$ cat src/hdl/mlt_pkg.sv
// Package: shared constants, types and command codes of the MAC learning table.
package mlt_pkg;
  localparam int Buckets   = 16;
  localparam int Ways      = 4;
  localparam int StampBits = 32;
  localparam int Entries   = Buckets * Ways;
  localparam int BktW      = $clog2(Buckets);
  localparam int WayW      = (Ways > 1) ? $clog2(Ways) : 1;
  localparam int EntW      = $clog2(Entries);

  typedef enum logic [1:0] {
    CMD_LEARN = 2'd0,
    CMD_FLUSH = 2'd1,
    CMD_TICK  = 2'd2,
    CMD_NONE  = 2'd3
  } cmd_t;

  typedef enum logic [2:0] {
    ST_NEW     = 3'd0,
    ST_REFRESH = 3'd1,
    ST_MOVE    = 3'd2,
    ST_FULL    = 3'd3,
    ST_FLUSHED = 3'd4,
    ST_TICKED  = 3'd5
  } status_t;

  typedef enum logic [1:0] {
    KIND_EMPTY   = 2'd0,
    KIND_STATIC  = 2'd1,
    KIND_DYNAMIC = 2'd2
  } kind_t;

  typedef enum logic [2:0] {
    S_IDLE,
    S_SCAN,
    S_FLUSH,
    S_OUT
  } fsm_t;

  typedef struct packed {
    logic load;
    logic rd_start;
    logic scan;
    logic fl_start;
    logic learn_finish;
    logic flush_step;
    logic tick;
  } ctrl_t;

  typedef struct packed {
    logic scan_done;
    logic flush_last;
  } stat_t;

  function automatic logic [BktW-1:0] bucket_of(input logic [47:0] mac,
                                                input logic [11:0] vlan);
    logic [11:0] h;
    h = vlan;
    for (int i = 0; i < 6; i++) begin
      h = h ^ {4'd0, mac[8*i +: 8]};
    end
    return h[BktW-1:0];
  endfunction
endpackage

$ cat src/hdl/mlt_ctrl.sv
// Controller: sequences learn scans, flush sweeps and ticks.
module mlt_ctrl
  import mlt_pkg::*;
(
  input  logic       clk,
  input  logic       rst_n,
  input  logic       in_valid,
  output logic       in_ready,
  input  logic [1:0] in_cmd,
  output logic       out_valid,
  input  logic       out_ready,
  output ctrl_t      ctrl,
  input  stat_t      stat
);
  fsm_t state_r, state_nxt;

  always_ff @(posedge clk) begin
    if (!rst_n) begin
      state_r <= S_IDLE;
    end else begin
      state_r <= state_nxt;
    end
  end

  always_comb begin
    state_nxt = state_r;
    ctrl      = '0;
    in_ready  = 1'b0;
    out_valid = 1'b0;
    case (state_r)
      S_IDLE: begin
        in_ready = 1'b1;
        if (in_valid) begin
          ctrl.load = 1'b1;
          case (cmd_t'(in_cmd))
            CMD_LEARN: begin
              ctrl.rd_start = 1'b1;
              state_nxt = S_SCAN;
            end
            CMD_FLUSH: begin
              ctrl.fl_start = 1'b1;
              state_nxt = S_FLUSH;
            end
            CMD_TICK: begin
              ctrl.tick = 1'b1;
              state_nxt = S_OUT;
            end
            default: state_nxt = S_IDLE;
          endcase
        end
      end
      S_SCAN: begin
        ctrl.scan = 1'b1;
        if (stat.scan_done) begin
          ctrl.learn_finish = 1'b1;
          state_nxt = S_OUT;
        end
      end
      S_FLUSH: begin
        ctrl.flush_step = 1'b1;
        if (stat.flush_last) state_nxt = S_OUT;
      end
      S_OUT: begin
        out_valid = 1'b1;
        if (out_ready) state_nxt = S_IDLE;
      end
      default: state_nxt = S_IDLE;
    endcase
  end
endmodule

$ cat config.mk
export PLATFORM = sky130hd
export DESIGN_NAME = mlt_ctrl
export DESIGN_NICKNAME = d
export VERILOG_FILES = /design/src/hdl/mlt_pkg.sv /design/src/hdl/mlt_ctrl.sv
export SDC_FILE = /design/constraint.sdc
export NUM_CORES = 1
export LEC_CHECK = 0
export ABC_AREA = 1
export BUFFER_PORTS_ARGS = -buffer_cell sky130_fd_sc_hd__buf_2
export CORE_AREA = 2 2 39 41
export DETAILED_ROUTE_END_ITERATION = 8
export DIE_AREA = 0 0 41 43
export SLEW_MARGIN = 15
export SYNTH_ARGS = -nofsm -noshare
export SYNTH_HDL_FRONTEND = slang
export SYNTH_SLANG_ARGS = --single-unit
$ cat constraint.sdc
create_clock -name clk -period 1.3 [get_ports clk]
set_input_delay 0.13 -clock clk [delete_from_list [all_inputs] [get_ports clk]]
set_output_delay 0.13 -clock clk [all_outputs]
set_load 0.1 [all_outputs]
### Word level (Yosys, flattened, before mapping)

Cells that the tools add are included.

* flip-flop bits (word level): 3
* input bits: 8
* output and inout port bits: 9
* word-level logic and storage cells: 34

* equality and inequality tests: 9
* multiplexer cells: 21
* reductions and logical operators: 3

Operator list (number)
* $mux 1: 13
* $mux 3: 4
* $pmux 3 s4: 1
* $ne 2x2->1 const B: 4
* $eq 3x2->1 const B: 2
* $pmux 2 s3: 1
* $mux 2: 2
* $reduce_and 4->1: 1
* $eq 3x1->1 const B: 1
* $logic_not 3->1: 1
* $eq 2x1->1 const B: 1
* $eq 2x2->1 const B: 1
* $logic_not 2->1: 1

### Logic depth before layout (Yosys ltp)

Gate-level depths: netlist (run 1).

* depth in word-level cells: 4
* mapped depth: 8
* gate-level depth less buffers: 8

### Least setup slack after synthesis (run 1)

No wires, ideal clock.

* path type: reg-to-output
* start: register state_r[0]
* end: output ctrl[0] (netlist bit)
* data arrival time: 2.782 ns
* data required time: 1.170 ns
* slack: -1.612 ns
* stages on the path, launching flop included: 5
* buffers on the path: 0
* path through: dfxtp_1 -> inv_1 -> ha_1 -> nand2_1 -> nor2_1

RTL lines
* start, declared: line mlt_ctrl.sv:15 `fsm_t state_r, state_nxt;`
* start signal, assigned: line mlt_ctrl.sv:21 `state_r <= state_nxt;`
* end, declared: line mlt_ctrl.sv:12 `output ctrl_t ctrl,`

==> results of run 1 <==
==> placed cells by master, fill, tap and decap left out, types with 2 or more instances in the layout <==
cell type / netlist / layout
inv_1: 17 / 13
buf_12: 0 / 9
nand2_1: 10 / 7
buf_2: 0 / 7
nor2_4: 1 / 4
nand2_4: 1 / 4
ha_1: 8 / 4
clkbuf_4: 0 / 3
inv_4: 0 / 2
clkinvlp_4: 0 / 2
a21oi_1: 3 / 2
ha_4: 0 / 2
ha_2: 0 / 2
dfxtp_4: 0 / 2
==> cell type report <==
type                            count  share of cell area
Multi-Input combinational cell     32               0.445
Timing Repair Buffer               17               0.314
Inverter                           17               0.108
Sequential cell                     2              0.0671
Clock buffer                        4              0.0371
Tap cell                           16              0.0283
==> per-layer routing <==
metal	part of all wire	track usage	routed length [µm]	up-vias
li1	-	-	-	185
met1	0.44	0.0958	281	137
met2	0.52	0.141	333	6
met3	0.036	0.0314	23	0
met4	0	0.0400	0	0
met5	0	0	0	-
==> worst reg2reg max path: stages, from the launching register on <==
cell     delay, ns
dfxtp_4       0.36
inv_4         0.07
ha_4          0.16
buf_4         0.15
inv_1         0.04
nor2_1        0.08
nand2_1       0.05
nand2_1       0.08
nand3_2       0.08
a21oi_2       0.12
==> power groups by stage <==
stage / registers [mW] / clock network (mW) / logic, mW
floorplan: 0.108 / 0 / 0.759
global route: 0.124 / 0.172 / 1.15
CTS: 0.115 / 0.161 / 1.06
finish: 0.120 / 0.151 / 1.10
detailed placement: 0.113 / 0 / 1.04
global placement: 0.112 / 0 / 1.03
==> cell families (layout without fill, tap and decap cells) <==
logic type / Yosys count / in the layout / synth area share
AND/OR/NAND/NOR: 19 / 19 / 0.288
buffers and inverters: 17 / 38 / 0.198
adder cells (fa/ha/maj): 8 / 8 / 0.311
AO/OA/AOI/OAI: 5 / 5 / 0.0778
flip-flops: 2 / 2 / 0.125
==> path summary, 6_finish.rpt <==
check / startpoint / end / slack (ns) / cells after the start
max: state_r[0]$_SDFFE_PN0P_ / ctrl[6] / 0.0002 / 5
min: rst_n / state_r[0]$_SDFFE_PN0P_ / 0.14 / 3
max reg2reg: state_r[0]$_SDFFE_PN0P_ / state_r[0]$_SDFFE_PN0P_ / 0.05 / 9
min reg2reg: state_r[1]$_SDFFE_PN0P_ / state_r[1]$_SDFFE_PN0P_ / 0.53 / 2
==> through the flow <==
| stage | worst slack [ns] | cells |
|---|---|---|
| 4_1_cts | -0.0179 | 88 |
| 2_1_floorplan | -0.237 | 51 |
| 3_5_place_dp | 0.113 | 83 |
| 6_report | 0.000162 | 88 |
| 3_3_place_gp | 0.136 | 83 |
| 5_1_grt | -0.0487 | 88 |
==> what timing repair did <==
| action | CTS | global route |
|---|---|---|
| resized for setup | 2 | 9 |
| endpoints found under the setup margin | 5 | 8 |
| pin swaps | 3 | 3 |
| buffers inserted | 1 | 0 |
==> metrics.md, run 1 <==
| Metric | Value |
|---|---|
| Post-synth top cells | inv_1 (17), nand2_1 (10), ha_1 (8) |
| Mapped Avg Cell Area | around 6.3 µm² |
| Fill count | 120 |
| Synth Flop Type | dfxtp_1 |
| Flop pwr share | 0.088 |
| Critical path's top delay family | flip-flops |
| Placed inst area | 638 µm² |
| Initial Util | 0.232 |
| Final Routed Wirelength | 638 µm |
| Mapped Area | 322 µm² |
| Int Pwr | 0.609 mW |
| Worst Tran Pin Value | 0.169 ns |
| Arr. time, crit path | between 1 and 1.5 ns |
| # IOs | 17 |
| Iteration-0 DRC Markers | 5 |
| Final Cycle Share | 1.00 |
| Area share of the largest cell type after synthesis | 0.311 |
| Crit-path cells | inv_4 -> ha_4 -> nand2_8 -> clkinvlp_4 -> buf_12 |
| DR vias/cell | 3.73 |
| Switching Fraction | 0.555 |
| Static leakage | 0.337 nW |
| Max Freq | 769 MHz |
| Cts hold-fix bufs | 0 |
| Slew headroom | 0.886 |
| Core Area | between 0.001 and 0.0015 mm² |
| HP Class | input port to register |
| CP Max Fanout | 4 |
| Worst setup SP type | register |
| Antenna Cells | 0 |
| Crit path buffers/inverters | 3 |
| Slowest CP cell | dfxtp_4 |
| DRT Pass-1 Iters | 2 |
| Yosys top cell by area | ha_1 |
| Slowest cell delay on critical path | 0.37 ns |
| Die Area | approximately 0.0018 mm² |
| Largest net degree at the start of global routing | 5 |
| Synth area leaders | ha_1 (31%), inv_1 (20%), dfxtp_1 (12%) |
| Fraction of layout cells with a size suffix above 1 | 0.583 |
| Nets@finish | 89 |
| Site row count | 14 |
| Largest register FFs | 2 |
| GP Congestion | between 0.6 and 0.7 |
| Initial antenna violation count | 0 |
| Clk slew on worst S/H paths | 0.03 ns |
| Power Total | 1.37 mW |
| Final Hold Viols | 0 |
| Crit Path Category | register to primary output |
| TritonCTS Sinks | 2 |
| Post-synth EDFFs | 0 |
| Multi-input gate area | 315 µm² |
| # port buffers | 16 |
| First-pass GRT wire length | 1050 µm |
| Wire per inst | 7.25 µm |
| Final design area excluding fillers | between 700 and 800 µm² |
| YS warnings | 0 |
| Library cells used by synthesis | 11 |
| CTS tree | yes |
| Critical Path End Type | primary output |
| RSZ-0062 raised after global routing | yes |
| Clock root buffer | clkbuf_4 |
| FF+latch count, synth | 2 |
| Synth Net Count | 67 |
| Die height | 43 µm |
| Comb pwr share | 0.802 |
| Area grow syn2layout | 120% |
| Total CTS buffers | 3 |
| Cell Pwr Density | around 1900 mW/mm² |
| Status | completed |
| Tot GR Track Use | 0.0872 |
| Slew Viols, Final | 0 |
| Grt ovf | 0 |
| Post-route setup TNS | 0 ns |
| Register area | 47.5 µm² |
| Req. time, crit path | 1.17 ns |
| Maxcap violations | 0 |
| Total number of vias | 328 |
| Clk Latency, worst-skew pair | 0.23 ns |
| Finished Core Util | 0.512 |
| Die X-Extent | about 41 µm |
| Minimum clock period | 1.30 ns |
| Endpoints failing setup | 0 |
| Leading registers by flop count | state_r: 2 flops |
| Sequential area share after synthesis | 0.125 |
| Biggest register | state_r |
| Syn Inst Count | 51 |
| H-tree depth | 1 |
| Drt drc | 0 |
| Peak VDD IR | 0.752 mV |
| Bufs on Longest Clock Path | 2 |
| Sw Pwr | ~0.76 mW |
| Dpl hpwl | 578 µm |
| Top-count cell post-synth | inv_1 |
| Clk_skew | 0.00510 ns |
| ANT nets after route | 0 |
| Clock share of power | 0.111 |
| Final hold slack | ~0.14 ns |
| Post-synth ARST share | 0 |
| Vias in the first global route | 299 |
No activity file was read; power rests on OpenSTA's default activity.
==> inputs of run 2 (changes only) <==
- ABC_AREA: 1 -> 0
==> metrics.md, run 2 <==
| Metric | Value |
|---|---|
| Status | completed (unchanged) |
| Clk slew on worst S/H paths | 0.03 ns (about the same) |
| Grt ovf | 0 (unchanged) |
| Finished Core Util | 0.495 (was 0.512) |
| YS warnings | 0 (unchanged) |
| Synth area leaders | ha_1 (34%), dfxtp_1 (13%), and3_2 (7.6%) (was ha_1 (31%), inv_1 (20%), dfxtp_1 (12%)) |
| Library cells used by synthesis | 15 (was 11) |
| GP Congestion | 0.734 (was 0.675) |
| Mux share of post-synthesis cell area | 0 (unchanged) |
| Die Area | 0.00176 mm² (unchanged) |
| Post-synthesis xor/xnor area fraction | 0 (unchanged) |
| Area share of the largest cell type after synthesis | 0.336 (was 0.311) |
| Fraction of layout cells with a size suffix above 1 | 0.724 (was 0.583) |
| Dpl hpwl | 556 µm (was 578 µm) |
| Leading registers by flop count | state_r: 2 flops (unchanged) |
| Die height | 43 µm (unchanged) |
| Endpoints failing setup | 0 (unchanged) |
| Worst setup SP type | register (unchanged) |
| ANT nets after route | 0 (unchanged) |
| Slowest cell delay on critical path | 0.34 ns (was 0.37 ns) |
| Largest net degree at the start of global routing | 8 (was 5) |
| Site row count | 14 (unchanged) |
| Worst setup margin | 0.0135 ns (was 0.000162 ns) |
| Clk_skew | 0.00305 ns (was 0.00510 ns) |
| Syn Inst Count | 34 (was 51) |
| Crit-path cells | inv_4 -> ha_4 -> and3_4 -> buf_12 (was inv_4 -> ha_4 -> nand2_8 -> clkinvlp_4 -> buf_12) |
| Dpl ws | 0.122 ns (was 0.113 ns) |
| FF+latch count, synth | 2 (unchanged) |
| Post-synth EDFFs | 0 (unchanged) |
| CTS tree | yes (unchanged) |
| Cts hold-fix bufs | 0 (unchanged) |
| CP Max Fanout | 7 (was 4) |
| Tot GR Track Use | 0.106 (was 0.0872) |
| Req. time, crit path | 1.17 ns (about the same) |
| Crit path buffers/inverters | 2 (was 3) |
| DRT Pass-1 Iters | 2 (unchanged) |
| Highest-count cells in the layout ignoring fill and taps | buf_12 (9), buf_2 (7), buf_4 (5), ha_1 (4), ha_4 (4) (was inv_1 (13), buf_12 (9), nand2_1 (7), buf_2 (7)) |
| Yosys top cell by area | ha_1 (unchanged) |
| Maxcap violations | 0 (unchanged) |
| Synth Flop Type | dfxtp_1 (unchanged) |
| Worst Tran Pin Value | 0.179 ns (was 0.169 ns) |
| Synth Area in Adders | 0.336 (was 0.311) |
| Critical path's top delay family | flip-flops (unchanged) |
| Slew headroom | 0.881 (was 0.886) |
| Clock root buffer | clkbuf_4 (unchanged) |
| Top-count cell post-synth | ha_1 (was inv_1) |
| Simple-Gate Fraction of Synth Area | 0.307 (was 0.288) |
| Largest family of logic cells by synthesized area | adder cells (unchanged) |
| Total number of vias | 308 (was 328) |
| Mapped Area | 298 µm² (was 322 µm²) |
| Initial antenna violation count | 0 (unchanged) |
| Nets@finish | 76 (was 89) |
| Wire per inst | 9.69 µm (was 7.25 µm) |
| TritonCTS Sinks | 2 (unchanged) |
| DR vias/cell | 4.16 (was 3.73) |
| Final Routed Wirelength | 717 µm (was 638 µm) |
| Final Cycle Share | 0.990 (was 1.00) |
| Slowest CP cell | dfxtp_4 (unchanged) |
| # port buffers | 16 (unchanged) |
| Slew Viols, Final | 0 (unchanged) |
| Drt drc | 0 (unchanged) |
| RSZ-0062 raised after global routing | yes (unchanged) |
| Bufs on Longest Clock Path | 2 (unchanged) |
| Biggest register | state_r (unchanged) |
| Synth Net Count | 50 (was 67) |
| Post-synth top cells | ha_1 (8), inv_1 (5), and3_2 (3), nand2b_1 (3) (was inv_1 (17), nand2_1 (10), ha_1 (8)) |
| First-pass GRT wire length | 1230 µm (was 1050 µm) |
| Fill count | 130 (was 120) |
| H-tree depth | 1 (unchanged) |
| Area grow syn2layout | 130% (was 120%) |
| Critical Path End Type | primary output (unchanged) |
| Initial Util | 0.215 (was 0.232) |
| Clk Latency, worst-skew pair | 0.22 ns (was 0.23 ns) |
| Post-route setup TNS | 0 ns (unchanged) |
| Max Freq | 777 MHz (was 769 MHz) |
| Minimum clock period | 1.29 ns (was 1.30 ns) |
| Die X-Extent | 41 µm (unchanged) |
| Iteration-0 DRC Markers | 2 (was 5) |
| Total CTS buffers | 3 (unchanged) |
| Commonest non-fill, non-tap cell in the layout | buf_12 (was inv_1) |
| Post-synth ARST share | 0 (unchanged) |
| # IOs | 17 (unchanged) |
| Core Area | 0.00138 mm² (unchanged) |
| Vias in the first global route | 327 (was 299) |
| Final Hold Viols | 0 (unchanged) |
| HP Class | input port to register (unchanged) |
| Crit Path Category | register to primary output (unchanged) |
| Synth Area in Compound Gates | 0.160 (was 0.0778) |
| Antenna Cells | 0 (unchanged) |
| Mapped Avg Cell Area | 8.76 µm² (was 6.31 µm²) |
| Sequential area share after synthesis | 0.134 (was 0.125) |
| Arr. time, crit path | 1.16 ns (was 1.17 ns) |
| Largest register FFs | 2 (unchanged) |
run 2: changes by cell type after synthesis, sizes merged, moves of 3 or more:
cell | previous run | this run
and2 | 0 | 3
nand2b | 0 | 3
a21oi | 3 | 0
inv | 17 | 5
and3 | 0 | 3
nor2 | 5 | 1
nand2 | 13 | 2
run 2: area by class of cell:
cell class / instances / area, µm² / area share
clock buffer: 3 / 22.5 / 0.0328
inverter: 5 / 23.8 / 0.0347
timing repair buffer: 21 / 253 / 0.369
multi-input combinational: 27 / 319 / 0.465
sequential: 2 / 47.5 / 0.0693
tap: 16 / 20.0 / 0.0292
run 2: metal layers:
layer	GRT usage	routed length, µm	vias up
li1	-	-	163
met1	0.102	262	135
met2	0.175	412	10
met3	0.0471	41	0
met4	0.0600	0	0
met5	0	0	-
run 2: final timing paths:
kind / from / endpoint / slack (ns) / cells after the start
setup / recovery: state_r[1]$_SDFFE_PN0P_ / ctrl[5] / 0.01 / 4
hold / removal: rst_n / state_r[0]$_SDFFE_PN0P_ / 0.17 / 2
setup reg to reg: state_r[0]$_SDFFE_PN0P_ / state_r[0]$_SDFFE_PN0P_ / 0.11 / 7
hold reg to reg: state_r[0]$_SDFFE_PN0P_ / state_r[0]$_SDFFE_PN0P_ / 0.51 / 2
run 2: what timing repair did:
action | 4_1_cts | 5_1_grt
pin swaps | 4 | 2
buffers inserted | 5 | 0
endpoints found under the setup margin | 4 | 5
gates resized for setup | 0 | 2
run 2: cells by family after synthesis:
kind of cell / count (synthesis)
buf+inv: 5
fa+ha+maj: 8
compound gates: 5
simple gates: 14
flops: 2
run 2: worst reg2reg max path, cell delays in order, from the launching register on:
cell and delay (ns):
dfxtp_4 0.37, inv_4 0.04, buf_4 0.13, ha_4 0.17, nand2b_4 0.08, o2111ai_2 0.13, nand2_1 0.09, a21boi_1 0.06
run 2: per-stage QoR:
stage / hold slack, ns / cells / area, µm²
after floorplan: 0.278 / 34 / 375
final: 0.169 / 74 / 686
after global placement: 0.381 / 66 / 611
after global routing: 0.172 / 74 / 686
after detailed placement: 0.397 / 66 / 611
after CTS: 0.164 / 74 / 671
Power of run 2 is not shown: default switching activity piles up to over one toggle a cycle in this logic, so the estimate is an artifact.
==> inputs of run 3 (changes only) <==
- REMOVE_ABC_BUFFERS: not set -> 1
==> metrics.md, run 3 (synthesis gave the netlist of run 2 again) <==
| Metric | Value |
|---|---|
| Status | completed (unchanged) |
| Final Hold Viols | 0 (unchanged) |
| Minimum clock period | 1.28 ns (was 1.29 ns) |
| Req. time, crit path | 1.17 ns (about the same) |
| Total number of vias | 306 (was 308) |
| Worst setup SP type | register (unchanged) |
| Iteration-0 DRC Markers | 10 (was 2) |
| Site row count | 14 (unchanged) |
| R2R cell count | 6 (was 7) |
| Drt drc | 0 (unchanged) |
| Clock root buffer | clkbuf_4 (unchanged) |
| Bufs on Longest Clock Path | 2 (unchanged) |
| Arr. time, crit path | 1.15 ns (was 1.16 ns) |
| Die X-Extent | 41 µm (unchanged) |
| Initial Util | 0.215 (unchanged) |
| Nets@finish | 76 (unchanged) |
| Tot GR Track Use | 0.0892 (was 0.106) |
| Hold Crit Start | rst_n (unchanged) |
| Biggest register | state_r (unchanged) |
| Die Area | 0.00176 mm² (unchanged) |
| DRT Pass-1 Iters | 3 (was 2) |
| # IOs | 17 (unchanged) |
| TritonCTS Sinks | 2 (unchanged) |
| Setup Buffers After CTS | 0 (was 5) |
| Dpl ws | -0.00170 ns (was 0.122 ns) |
| Slew headroom | 0.869 (was 0.881) |
| Leading registers by flop count | state_r: 2 flops (unchanged) |
| Maxcap violations | 0 (unchanged) |
| Vias in the first global route | 296 (was 327) |
| Wire length on met3 | 27 µm (was 41 µm) |
| Top Layer Used | met3 (unchanged) |
| Max Freq | 782 MHz (was 777 MHz) |
| GP Congestion | 0.793 (was 0.734) |
| Finished Core Util | 0.454 (was 0.495) |
| Clk slew on worst S/H paths | 0.03 ns (about the same) |
| # port buffers | 16 (unchanged) |
| R2R setup slack | 0.11 ns (about the same) |
| Final Cycle Share | 0.983 (was 0.990) |
| Fill count | 138 (was 130) |
| Endpoints failing setup | 0 (unchanged) |
| Largest net degree at the start of global routing | 9 (was 8) |
| Initial antenna violation count | 0 (unchanged) |
| Core Area | 0.00138 mm² (unchanged) |
| ANT nets after route | 0 (unchanged) |
| CP startpoint | state_r[0]$_SDFFE_PN0P_ (was state_r[1]$_SDFFE_PN0P_) |
| Clk Latency, worst-skew pair | 0.22 ns (about the same) |
| Fraction of layout cells with a size suffix above 1 | 0.638 (was 0.724) |
| First-pass GRT wire length | 1080 µm (was 1230 µm) |
| Cts hold-fix bufs | 0 (unchanged) |
| CP Max Fanout | 8 (was 7) |
| Final Routed Wirelength | 642 µm (was 717 µm) |
| Worst Hold Endpoint | state_r[1]$_SDFFE_PN0P_ (was state_r[0]$_SDFFE_PN0P_) |
| RSZ-0062 raised after global routing | yes (unchanged) |
| Antenna Cells | 0 (unchanged) |
| Hold path cells | 2 (unchanged) |
| Reg-to-Reg Start | state_r[1]$_SDFFE_PN0P_ (was state_r[0]$_SDFFE_PN0P_) |
| Largest register FFs | 2 (unchanged) |
| H-tree depth | 1 (unchanged) |
| Worst Tran Pin Value | 0.196 ns (was 0.179 ns) |
| Metal2 WL | 365 µm (was 412 µm) |
| Grt ovf | 0 (unchanged) |
| Total CTS buffers | 3 (unchanged) |
| CTS tree | yes (unchanged) |
| Worst setup margin | 0.0220 ns (was 0.0135 ns) |
| DR vias/cell | 4.14 (was 4.16) |
| M1 WL | 248 µm (was 262 µm) |
| Final hold slack | 0.159 ns (was 0.169 ns) |
| Crit Path Category | register to primary output (unchanged) |
| Clk_skew | 0.00274 ns (was 0.00305 ns) |
| Commonest non-fill, non-tap cell in the layout | buf_12 (unchanged) |
| Highest-count cells in the layout ignoring fill and taps | buf_12 (9), buf_2 (7), ha_1 (6), buf_4 (5) (was buf_12 (9), buf_2 (7), buf_4 (5), ha_1 (4), ha_4 (4)) |
| Wire per inst | 8.68 µm (was 9.69 µm) |
| Capturing point of the worst reg2reg path | state_r[0]$_SDFFE_PN0P_ (unchanged) |
| Critical Path End Type | primary output (unchanged) |
| Die height | 43 µm (unchanged) |
| Area grow syn2layout | 111% (was 130%) |
| Slew Viols, Final | 0 (unchanged) |
| HP Class | input port to register (unchanged) |
run 3: layer usage:
metal  vias to the layer above  global-route usage
li1                        164                   -
met1                       134              0.0958
met2                         8               0.147
met3                         0              0.0157
met4                         0              0.0600
met5                         -                   0
run 3: metrics by stage:
step | setup TNS (ns) | instances | instance area (µm²)
detailed placement | -0.00170 | 71 | 571
global route | -0.153 | 74 | 628
global placement | 0 | 71 | 571
floorplan | -5.19 | 34 | 298
CTS | -0.0315 | 74 | 613
finish | 0 | 74 | 628
run 3: how the worst max path moves through the flow:
stage                         endpoint  cells past startpoint
3_5_place_dp   state_r[0]$_SDFFE_PN0P_                      6
3_3_place_gp   state_r[0]$_SDFFE_PN0P_                      5
6_report                       ctrl[0]                      4
2_1_floorplan                  ctrl[2]                      3
5_1_grt                        ctrl[0]                      4
4_1_cts                        ctrl[0]                      4
run 3: worst max-delay path, cell delays in order (launching register included):
cell and delay [ns]:
dfxtp_4 0.35, inv_4 0.06, ha_4 0.15, and3_4 0.19, buf_12 0.17
run 3: what timing repair did:
item / CTS / global route
resized for setup: 7 / 5
endpoints found under the setup margin: 9 / 7
pin swaps: 0 / 2
endpoints found under the hold margin: 0 / 0
run 3: layout make-up:
type	instances	area [µm²]	share of cell area
clock buffers	3	22.5	0.0359
inverters	5	21.3	0.0339
multi-input cells	27	268	0.426
flip-flops and latches	2	43.8	0.0697
well taps	16	20.0	0.0319
repair buffers	21	253	0.402
Power of run 3 is left out for the same reason.
